## src/rtl/core/assert_macros.svh

```systemverilog
// Assertion macros shared by the core RTL
`ifndef ASSERT_MACROS_SVH
`define ASSERT_MACROS_SVH
// implication checked at every clock, quiet during reset
`define ASSERT_IMPL(label, clk, rst_n, pre, post) \
    label: assert property (@(posedge clk) disable iff (!rst_n) (pre) |-> (post)) \
        else $error("assertion failed");
// next-cycle implication
`define ASSERT_NEXT(label, clk, rst_n, pre, post) \
    label: assert property (@(posedge clk) disable iff (!rst_n) (pre) |=> (post)) \
        else $error("assertion failed");
`endif

```

## src/rtl/core/tnlo_pkg.sv

```systemverilog
// Package: types and constants of the two-neuron LIF oscillator
package tnlo_pkg;
    localparam int FRAC = 12;
    localparam int ONE = 1 << FRAC;
    localparam logic [2:0] REG_THR = 3'd0;
    localparam logic [2:0] REG_GAIN = 3'd1;
    localparam logic [2:0] REG_W12 = 3'd2;
    localparam logic [2:0] REG_W21 = 3'd3;
    localparam logic [2:0] REG_WS1 = 3'd4;
    localparam logic [2:0] REG_WS2 = 3'd5;
    localparam logic [2:0] REG_BIAS = 3'd6;
    localparam logic [2:0] REG_VRST = 3'd7;
    localparam logic signed [15:0] POT_ONE_RESET = 16'sd3768;
    localparam logic signed [17:0] CLAMP_LO = -18'sd2048;
    localparam logic [17:0] HI_MARGIN = 18'd819;
    localparam logic [11:0] GAIN_MAX = 12'd2048;

    typedef enum logic [2:0] {
        ST_IDLE, ST_LEAK, ST_FIX, ST_DIV, ST_SMOOTH, ST_NEXT, ST_OUT
    } state_t;
endpackage

```

## src/rtl/core/two_neuron_lif_oscillator_unit.sv

```systemverilog
// Top level: two coupled LIF neurons advanced by one shared sequencer
// A load action's result is registered in the cycle after it is accepted; an advance runs the leak,
// fix, divide, smooth and next steps for each neuron in turn. Throughput: one item at a time; next
// item accepted the cycle after the result transfers. The rate divide is a restoring divider, one quotient bit a cycle.
// One shared 18x13 multiplier serves the leak of both neurons.
// Reset: async active-low, registers to model reset values, no clearing pass.
`include "assert_macros.svh"
module two_neuron_lif_oscillator_unit
    import tnlo_pkg::*;
#(
    parameter int REFRACTORY_TICKS = 80
)(
    input  logic               clk,
    input  logic               rst_n,
    input  logic               in_valid,
    output logic               in_stall,
    input  logic               action,
    input  logic signed [15:0] load_potential_one,
    input  logic signed [15:0] load_potential_two,
    output logic               out_valid,
    input  logic               out_stall,
    output logic [12:0]        motor_one_out,
    output logic [12:0]        motor_two_out,
    input  logic               cfg_we,
    input  logic [2:0]         cfg_index,
    input  logic [15:0]        cfg_data
);
    logic [14:0] thr_reg;
    logic [11:0] gain_reg;
    logic signed [15:0] w12_reg, w21_reg, ws1_reg, ws2_reg, bias_reg, vrst_reg;
    logic signed [15:0] pot_reg [2];
    logic [12:0] sm_reg [2];
    logic [7:0] ref_reg [2];
    logic sp1_reg, sp2_reg, sel_reg;
    logic signed [34:0] prod_reg;
    logic [25:0] rem_reg;
    logic [12:0] quo_reg;
    logic [3:0] cnt_reg;
    logic out_valid_reg;
    state_t state_reg, state_next;

    logic [15:0] thr_e;
    logic [11:0] g_eff;
    logic signed [17:0] hi_lim, cur_c;
    logic signed [34:0] prod_r;
    logic signed [17:0] v_leak, v_fix;
    logic [7:0] ref_fix;
    logic [26:0] trial;
    logic [16:0] sm9;
    logic [32:0] sm_div;
    logic [12:0] sm_new;

    assign thr_e = (thr_reg == 15'd0) ? 16'd1 : {1'b0, thr_reg};
    assign g_eff = (gain_reg > GAIN_MAX) ? GAIN_MAX : gain_reg;
    assign hi_lim = ($signed({2'b00, thr_e}) + $signed(HI_MARGIN) > 18'sd32767)
        ? 18'sd32767 : $signed({2'b00, thr_e}) + $signed(HI_MARGIN);
    assign cur_c = sel_reg
        ? 18'(bias_reg) + (sp2_reg ? 18'(ws2_reg) : 18'sd0) + (sp1_reg ? 18'(w12_reg) : 18'sd0)
        : 18'(bias_reg) + (sp1_reg ? 18'(ws1_reg) : 18'sd0) + (sp2_reg ? 18'(w21_reg) : 18'sd0);
    assign prod_r = prod_reg + 35'sd2048;
    assign v_leak = 18'(pot_reg[sel_reg]) + 18'(prod_r >>> FRAC);
    // fire check and clamp follow the leak or refractory hold
    always_comb
    begin
        v_fix = (ref_reg[sel_reg] == 8'd0) ? v_leak : 18'(vrst_reg);
        ref_fix = (ref_reg[sel_reg] == 8'd0) ? 8'd0 : ref_reg[sel_reg] - 8'd1;
        if (v_fix >= $signed({2'b00, thr_e}))
        begin
            v_fix = 18'(vrst_reg);
            ref_fix = 8'(REFRACTORY_TICKS);
        end
        if (v_fix < CLAMP_LO) v_fix = CLAMP_LO;
        if (v_fix > hi_lim) v_fix = hi_lim;
    end
    // remainder stays below twice the threshold, so 13 steps give v*ONE/thr
    assign trial = {1'b0, rem_reg} - 27'(thr_e);
    assign sm9 = 17'(sm_reg[sel_reg]) * 17'd9 + 17'(quo_reg) + 17'd5;
    // divide by 10 as a reciprocal multiply, exact for sums below 2^16
    assign sm_div = {16'd0, sm9} * 33'd52429;
    assign sm_new = sm_div[31:19];

    always_comb
    begin
        state_next = state_reg;
        case (state_reg)
            ST_IDLE:   if (in_valid) state_next = action ? ST_OUT : ST_LEAK;
            ST_LEAK:   state_next = ST_FIX;
            ST_FIX:    state_next = ST_DIV;
            ST_DIV:    if (cnt_reg == 4'd12) state_next = ST_SMOOTH;
            ST_SMOOTH: state_next = ST_NEXT;
            ST_NEXT:   state_next = sel_reg ? ST_OUT : ST_LEAK;
            ST_OUT:    if (!out_stall) state_next = ST_IDLE;
            default:   state_next = ST_IDLE;
        endcase
    end

    assign in_stall = (state_reg != ST_IDLE);
    assign out_valid = out_valid_reg;
    assign motor_one_out = sm_reg[0];
    assign motor_two_out = sm_reg[1];

    always_ff @(posedge clk or negedge rst_n)
    begin
        if (!rst_n)
        begin
            state_reg <= ST_IDLE;
            thr_reg <= 15'd4096;
            gain_reg <= 12'd41;
            w12_reg <= '0; w21_reg <= '0; ws1_reg <= '0; ws2_reg <= '0;
            bias_reg <= '0; vrst_reg <= '0;
            pot_reg[0] <= POT_ONE_RESET; pot_reg[1] <= '0;
            sm_reg[0] <= '0; sm_reg[1] <= '0;
            ref_reg[0] <= '0; ref_reg[1] <= '0;
            sel_reg <= 1'b0; sp1_reg <= 1'b0; sp2_reg <= 1'b0;
            prod_reg <= '0; rem_reg <= '0; quo_reg <= '0;
            cnt_reg <= '0; out_valid_reg <= 1'b0;
        end
        else
        begin
            state_reg <= state_next;
            if (cfg_we)
            begin
                case (cfg_index)
                    REG_THR:  thr_reg <= cfg_data[14:0];
                    REG_GAIN: gain_reg <= cfg_data[11:0];
                    REG_W12:  w12_reg <= cfg_data;
                    REG_W21:  w21_reg <= cfg_data;
                    REG_WS1:  ws1_reg <= cfg_data;
                    REG_WS2:  ws2_reg <= cfg_data;
                    REG_BIAS: bias_reg <= cfg_data;
                    REG_VRST: vrst_reg <= cfg_data;
                    default: ;
                endcase
            end
            case (state_reg)
                ST_IDLE:
                begin
                    if (in_valid)
                    begin
                        sel_reg <= 1'b0;
                        if (action)
                        begin
                            pot_reg[0] <= load_potential_one;
                            pot_reg[1] <= load_potential_two;
                            out_valid_reg <= 1'b1;
                        end
                        else
                        begin
                            sp1_reg <= $signed(pot_reg[0]) >= $signed({1'b0, thr_e});
                            sp2_reg <= $signed(pot_reg[1]) >= $signed({1'b0, thr_e});
                        end
                    end
                end
                ST_LEAK:
                begin
                    prod_reg <= 35'(cur_c - 18'(pot_reg[sel_reg])) * $signed({1'b0, g_eff});
                end
                ST_FIX:
                begin
                    pot_reg[sel_reg] <= 16'(v_fix);
                    ref_reg[sel_reg] <= ref_fix;
                    cnt_reg <= '0;
                    quo_reg <= '0;
                    rem_reg <= (v_fix <= 0) ? 26'd0
                        : (v_fix >= $signed({2'b00, thr_e})) ? 26'(thr_e)
                        : 26'(v_fix[15:0]);
                end
                ST_DIV:
                begin
                    // restoring step: quotient bit 12-cnt
                    if (!trial[26])
                    begin
                        rem_reg <= trial[25:0] << 1;
                        quo_reg <= {quo_reg[11:0], 1'b1};
                    end
                    else
                    begin
                        rem_reg <= rem_reg << 1;
                        quo_reg <= {quo_reg[11:0], 1'b0};
                    end
                    cnt_reg <= cnt_reg + 4'd1;
                end
                ST_SMOOTH: sm_reg[sel_reg] <= sm_new;
                ST_NEXT:
                begin
                    if (sel_reg) out_valid_reg <= 1'b1;
                    sel_reg <= 1'b1;
                end
                ST_OUT: if (!out_stall) out_valid_reg <= 1'b0;
                default: ;
            endcase
        end
    end

    `ASSERT_IMPL(a_valid_in_out, clk, rst_n, out_valid, state_reg == ST_OUT)
    `ASSERT_IMPL(a_stall_busy, clk, rst_n, state_reg != ST_IDLE, in_stall)
    `ASSERT_NEXT(a_div_end, clk, rst_n, state_reg == ST_DIV && cnt_reg == 4'd12, state_reg == ST_SMOOTH)
    `ASSERT_IMPL(a_smooth_range, clk, rst_n, 1'b1, sm_reg[0] <= 13'd4096 && sm_reg[1] <= 13'd4096)
endmodule
```

## config.mk

```make
export PLATFORM = sky130hd
export DESIGN_NAME = two_neuron_lif_oscillator_unit
export DESIGN_NICKNAME = d
export VERILOG_FILES = /design/src/rtl/core/tnlo_pkg.sv /design/src/rtl/core/two_neuron_lif_oscillator_unit.sv
export VERILOG_INCLUDE_DIRS = /design/src /design/src/rtl/core
export SDC_FILE = /design/constraint.sdc
export NUM_CORES = 2
export LEC_CHECK = 0
export BUFFER_PORTS_ARGS = -buffer_cell sky130_fd_sc_hd__buf_2
export CORE_UTILIZATION = 45
export DETAILED_ROUTE_END_ITERATION = 16
export GPL_TIMING_DRIVEN = 0
export SLEW_MARGIN = 20
export SYNTH_ARGS = -nofsm -noshare
export SYNTH_HDL_FRONTEND = slang
export SYNTH_SLANG_ARGS = --single-unit
```

## constraint.sdc

```tcl
create_clock -name clk -period 12.48 [get_ports clk]
set_input_delay 2.496 -clock clk [delete_from_list [all_inputs] [get_ports clk]]
set_output_delay 2.496 -clock clk [all_outputs]
set_load 0.03 [all_outputs]
```

Word level (Yosys, flattened, before mapping)
Index checks and enable logic that the tools add are counted.
- word-level logic and storage cells: 149
- output and inout port bits: 28
- register bits: 277
- input port bits: 57
- equality and inequality tests: 19
- add/sub/neg operators: 13
- reductions and logical operators: 23
- multiplexer cells: 55
- magnitude comparators: 11
- bitwise gates (word level): 2
- multiply operators: 3
- operators by type and width (cell ; number):
    $mux 18 ; 9
    $mux 16 ; 7
    $mux 32 ; 2
    $pmux 32 s2 ; 1
    $add 16x18->18 ; 3
    $mux 13 ; 4
    $pmux 26 s2 ; 1
    $mux 8 ; 6
    $add 18x18->18 ; 2
    $ge 18x16->1 ; 2
    $bwmux 32 ; 1
    $ge 16x16->1 ; 2
    $mul 17x16->32 const B ; 1
    $add 30x13->30 const B ; 1
    $mul 19x13->30 ; 1
    $sub 26x15->27 ; 1
    $bwmux 26 ; 1
    $mux 26 ; 1
    $pmux 13 s2 ; 1
    $eq 3x3->1 const B ; 7
    $pmux 3 s7 ; 1
    $sub 18x16->19 ; 1
    $gt 18x16->1 const B ; 1
    $gt 18x17->1 ; 1
    37 further kinds ; 68

Longest topological paths before layout
- depth after elaboration: 16
- depth in mapped cells: 55
- depth with buffers taken out: 48

Worst setup path after synthesis
No wires, ideal clock.
- kind: reg-to-reg
- start: reg sel_reg
- end: reg rem_reg[10]
- buffers on the path: 8
- slack: 1.637 ns
- stages on the path, launching flop included: 52
- required time: 12.346 ns
- clock period less this slack: 10.843 ns
- setup time: 0.134 ns
- arrival: 10.709 ns
- cell sequence: dfrtp_1 buf_2 clkbuf_1 buf_1 clkbuf_1 o21ai_0 ha_1 fa_1 a211oi_1 o21a_1 o31ai_1 nor2_1 xor2_1 o21ai_0 ha_1 and3_1 nand3_1 o311a_1 [16 not listed] nor2_1 a21o_1 nor2_1 a21o_2 mux2_4 ha_1 nand2b_1 a21o_1 a21o_1 a21o_1 a21o_1 a31oi_1 o21ai_0 a31o_2 nand2_2 buf_2 mux2i_1 o31ai_1
- word-level cells in the longest chain between the ends: 16
- elaborated cells on any way between the ends: 21
- those cells by class: add/sub (1); order compare (5); mux (13); bitwise (1); reduce/logical (1)
- RTL lines (item ; RTL line ; RTL):
    from (decl) ; two_neuron_lif_oscillator_unit.sv:34 ; logic sp1_reg, sp2_reg, sel_reg;
    from (signal assigned) ; two_neuron_lif_oscillator_unit.sv:114 ; sel_reg <= 1'b0; sp1_reg <= 1'b0; sp2_reg <= 1'b0;
    from (signal assigned) ; two_neuron_lif_oscillator_unit.sv:140 ; sel_reg <= 1'b0;
    from (signal assigned) ; two_neuron_lif_oscillator_unit.sv:187 ; sel_reg <= 1'b1;
    $not 1->2 (implied by the code) * ; two_neuron_lif_oscillator_unit.sv:61, two_neuron_lif_oscillator_unit.sv:65 ;
    $mux 16 (implied by the code) / $mux 8 (equally long branches) (3 in series) ; two_neuron_lif_oscillator_unit.sv:61, two_neuron_lif_oscillator_unit.sv:65 ;
    $add 16x18->18 / $logic_not 8->1 (equally long branches) ; two_neuron_lif_oscillator_unit.sv:61, two_neuron_lif_oscillator_unit.sv:65 ;
    $mux 18 * ; two_neuron_lif_oscillator_unit.sv:65 ; v_fix = (ref_reg[sel_reg] == 8'd0) ? v_leak : 18'(vrst_reg);
    $ge 18x16->1 ; two_neuron_lif_oscillator_unit.sv:67 ; if (v_fix >= $signed({2'b00, thr_e}))
    $mux 18 * ; two_neuron_lif_oscillator_unit.sv:67 ;
    $lt 18x12->1 ; two_neuron_lif_oscillator_unit.sv:72 ; if (v_fix < CLAMP_LO) v_fix = CLAMP_LO;
    $mux 18 * ; two_neuron_lif_oscillator_unit.sv:72 ;
    $gt 18x17->1 ; two_neuron_lif_oscillator_unit.sv:73 ; if (v_fix > hi_lim) v_fix = hi_lim;
    $mux 18 * ; two_neuron_lif_oscillator_unit.sv:73 ;
    $ge 18x16->1 ; two_neuron_lif_oscillator_unit.sv:165 ; : (v_fix >= $signed({2'b00, thr_e})) ? 26'(thr_e)
    $mux 16 ; two_neuron_lif_oscillator_unit.sv:165 ;
    $mux 16 * ; two_neuron_lif_oscillator_unit.sv:164 ; rem_reg <= (v_fix <= 0) ? 26'd0
    $pmux 26 s2 * ; two_neuron_lif_oscillator_unit.sv:135 ; case (state_reg)
    to (signal assigned) ; two_neuron_lif_oscillator_unit.sv:164 ;
    to (signal assigned) ; two_neuron_lif_oscillator_unit.sv:173 ; rem_reg <= trial[25:0] << 1;
    to (signal assigned) ; two_neuron_lif_oscillator_unit.sv:178 ; rem_reg <= rem_reg << 1;
    to (decl) ; two_neuron_lif_oscillator_unit.sv:36 ; logic [25:0] rem_reg;
Mark *: on every way between the ends. The rest lies on a longest branch, timed or not. The select of a mux whose other input is x is not followed.
A chain may end at the register's enable or synchronous reset.

Worst setup path after layout
- start: reg sel_reg
- end: reg rem_reg[11]
The elaborated chain is that of the path after synthesis.

==> load_flow_metrics.sql <==
INSERT INTO impl_metrics (metric_group, metric, value, unit) VALUES
('critical_path', 'setup.worst_path.start_class', 'flip-flop', ''),
('finish', 'area_growth', '9.49', '%'),
('finish', 'drive_above_1_share', '10.6', '%'),
('logic_synthesis', 'async_flop_share', '100', '%'),
('drt', 'detail_route.wirelength', '94400', 'µm'),
('sta', 'timing.final.setup_violations', '0', ''),
('sta', 'fmax', '84.1', 'MHz'),
('place', 'pre_cts_slack', '-1840', 'ps'),
('floorplan', 'initial_utilization', '45.7', '%'),
('logic_synthesis', 'ys_seq_elements', '266', ''),
('finish', 'diodes', '0', ''),
('sta', 'worst_slew_pin_slew', '1110', 'ps'),
('place', 'place_area', '0.0345', 'mm²'),
('critical_path', 'worstPathMaxFanout', '10', ''),
('finish', 'largest_register_ff_count', '32', ''),
('drt', 'num_vias', '25600', ''),
('logic_synthesis', 'syn_inst', '3542', ''),
('clocking', 'htreeDepth', '2', ''),
('critical_path', 'slowest_delay', '490', 'ps'),
('logic_synthesis', 'synth_ff_type', 'dfrtp_1', ''),
('floorplan', 'rows', '98', ''),
('critical_path', 'worstPathRequired', '12920', 'ps'),
('sta', 'period_minus_slack', '11900', 'ps'),
('critical_path', 'worst_path_max_delay_cell', 'dfrtp_2', ''),
('drt', 'dr.first_iter.drc_count', '1887', ''),
('grt', 'grt_pass1_vias', '25600', ''),
('logic_synthesis', 'synth.net_count', '4332', ''),
('critical_path', 'cp.arrival', '12340', 'ps'),
('place', 'gp_congestion', '0.936', ''),
('finish', 'design_area', '0.0360', 'mm²'),
('logic_synthesis', 'postSynthAreaPerCell', '9.27', 'µm²'),
('logic_synthesis', 'synthesis.yosys.warnings', '0', ''),
('grt', 'gr-total-overflow', '0', ''),
('clocking', 'post_cts_hold_buffer_count', '0', ''),
('grt', 'gr-usage-all-layers', '25.8', '%'),
('logic_synthesis', 'synth_top_area_share', '20.5', '%'),
('sta', 'post-route-period-util', '95.3', '%'),
('place', 'final_hpwl_dp', '77200', 'µm'),
('grt', 'antenna_found_initial', '5', ''),
('drt', 'drt.antenna.violating_nets', '0', ''),
('sta', 'grt_setup_unrepaired', 'false', ''),
('clocking', 'cts_buffers', '35', ''),
('floorplan', 'placeableCoreArea', '0.0719', 'mm²'),
('hold_path', 'worstHoldPathType', 'reg -> reg', ''),
('sta', 'report.final.slew_viol_count', '0', ''),
('drt', 'wire_per_inst', '20.3', 'µm'),
('clocking', 'clock_sinks', '266', ''),
('clocking', 'clock_latency_on_the_worst_skew_pair', '590', 'ps'),
('logic_synthesis', 'synth-seq-area-share', '20.3', '%'),
('logic_synthesis', 'yosys-top-cells-area', 'fa_1 (21%), dfrtp_1 (19%), ha_1 (15%)', ''),
('floorplan', 'die_w', '272', 'µm'),
('sta', 'relSlewSlack', '24.0', '%'),
('logic_synthesis', 'synth.lib_cells_used.distinct', '94', ''),
('sta', 'finClkSkew', '49.7', 'ps'),
('critical_path', 'crit_path_end_kind', 'flip-flop', ''),
('clocking', 'ctsRootBufferMaster', 'clkbuf_16', ''),
('grt', 'global_route_wire_length_before_repair', '147000', 'µm'),
('sta', 'fin_ws', '585', 'ps'),
('clocking', 'clock_path_buffers', '3', ''),
('sta', 'timing.final.hold_violations', '0', ''),
('floorplan', 'boundaryPins', '85', ''),
('clocking', 'worst_setup_hold_path_clk_slew', '60', 'ps'),
('drt', 'detailedRoute.firstPassIterationCount', '6', ''),
('drt', 'remaining_design_rule_violation_count', '0', ''),
('floorplan', 'design.die.area', '0.0741', 'mm²'),
('finish', 'number_of_nets_at_the_end_of_the_flow', '4453', ''),
('logic_synthesis', 'synth.cell_area', '0.0328', 'mm²'),
('critical_path', 'criticalPathCategory', 'reg -> reg', ''),
('place', 'port_buffers', '80', ''),
('job', 'max_cap_viol_count', '0', ''),
('grt', 'grt_start_max_net_pins', '86', ''),
('drt', 'detail_route.vias_per_cell', '5.52', ''),
('logic_synthesis', 'synth_enable_flop_cells', '0', ''),
('finish', 'layout_commonest_cell', 'inv_1', ''),
('run_status', 'status', 'complete, no violations', ''),
('floorplan', 'die_h', '272', 'µm'),
('logic_synthesis', 'yosys.area.top_type', 'fa_1', ''),
('finish', 'layout_common_cells', 'inv_1 (472), ha_1 (396), fa_1 (337)', ''),
('clocking', 'cts_tree', 'done', '');
-- through the flow --
| step | utilization [%] | instances | TNS (ps) | hold slack [ps] |
|---|---|---|---|---|
| floorplan | - | 3542 | 0 | 442 |
| global route | 50.0 | 4639 | 0 | 513 |
| global placement | 47.9 | 4572 | -34540 | 465 |
| CTS | 49.8 | 4638 | 0 | 485 |
| finish | 50.0 | 4639 | 0 | 480 |
| detailed placement | 48.1 | 4575 | -36240 | 468 |
-- layout make-up --
| type | count | area (µm²) |
|---|---|---|
| Fill cell | 6881 | 35900 |
| Sequential cell | 266 | 6670 |
| Timing Repair Buffer | 84 | 500 |
| Clock buffer | 45 | 963 |
| Inverter | 473 | 1780 |
| Buffer | 120 | 533 |
| Tap cell | 950 | 1190 |
| Clock inverter | 18 | 243 |
| Multi-Input combinational cell | 2683 | 24100 |
-- cell families after synthesis --
logic type / synth area share (%)
xor gates and xnor gates: 4.16
DFF: 20.3
other: 0.0114
adders and majority gates: 35.6
buffers and inverters: 6.87
and+or+nand+nor: 14.2
AOI/OAI and AO/OA: 11.8
muxes: 7.02
-- cells in the mapped netlist (81+ instances only) --
cell / number
inv_1: 472
ha_1: 396
fa_1: 337
nand2_1: 315
nor2_1: 258
dfrtp_1: 255
o21ai_0: 163
a21oi_1: 158
mux2_2: 147
clkbuf_1: 100
xnor2_1: 98
and2_1: 86
nand3_1: 81
-- final timing paths --
kind / start / to / slack, ps / cells past startpoint
hold reg to reg: ref_reg[9]$_DFFE_PN0P_ / ref_reg[9]$_DFFE_PN0P_ / 480 / 2
setup / recovery: sel_reg$_DFFE_PN0P_ / rem_reg[11]$_DFFE_PN0P_ / 580 / 51
max in group asynchronous: rst_n / gain_reg[5]$_DFFE_PN1P_ / 9520 / 3
hold / removal: ref_reg[9]$_DFFE_PN0P_ / ref_reg[9]$_DFFE_PN0P_ / 480 / 2
setup reg to reg: sel_reg$_DFFE_PN0P_ / rem_reg[11]$_DFFE_PN0P_ / 580 / 51
min in group asynchronous: rst_n / pot_reg[3]$_DFFE_PN0P_ / 1840 / 1
-- critical path: cells and delay by family (launching register included) --
kind                     cells  cell delay [ps]
AO/OA/AOI/OAI               19             3870
XOR/XNOR                     1              210
adder cells (fa/ha/maj)      6             2010
buffers and inverters       10             2130
flip-flops                   1              490
multiplexers                 3              930
AND/OR/NAND/NOR             12             2080
-- routing by layer --
layer	track usage, %	up-vias	wire, µm
li1	-	12100	-
met1	36.1	12600	43200
met2	41.5	758	42700
met3	4.08	141	6010
met4	6.93	2	2430
met5	0	-	13
-- timing repair --
| action | CTS | global route |
|---|---|---|
| setup buffers | 0 | 1 |
| resized for setup | 20 | 54 |
| endpoints found under the setup margin | 40 | 38 |
| pin swaps | 0 | 1 |
| hold endpoints to repair | 0 | 0 |
Power is left out: the tool's default activity adds up to more than one toggle a clock period on the data nets, which glitch-free logic cannot reach.
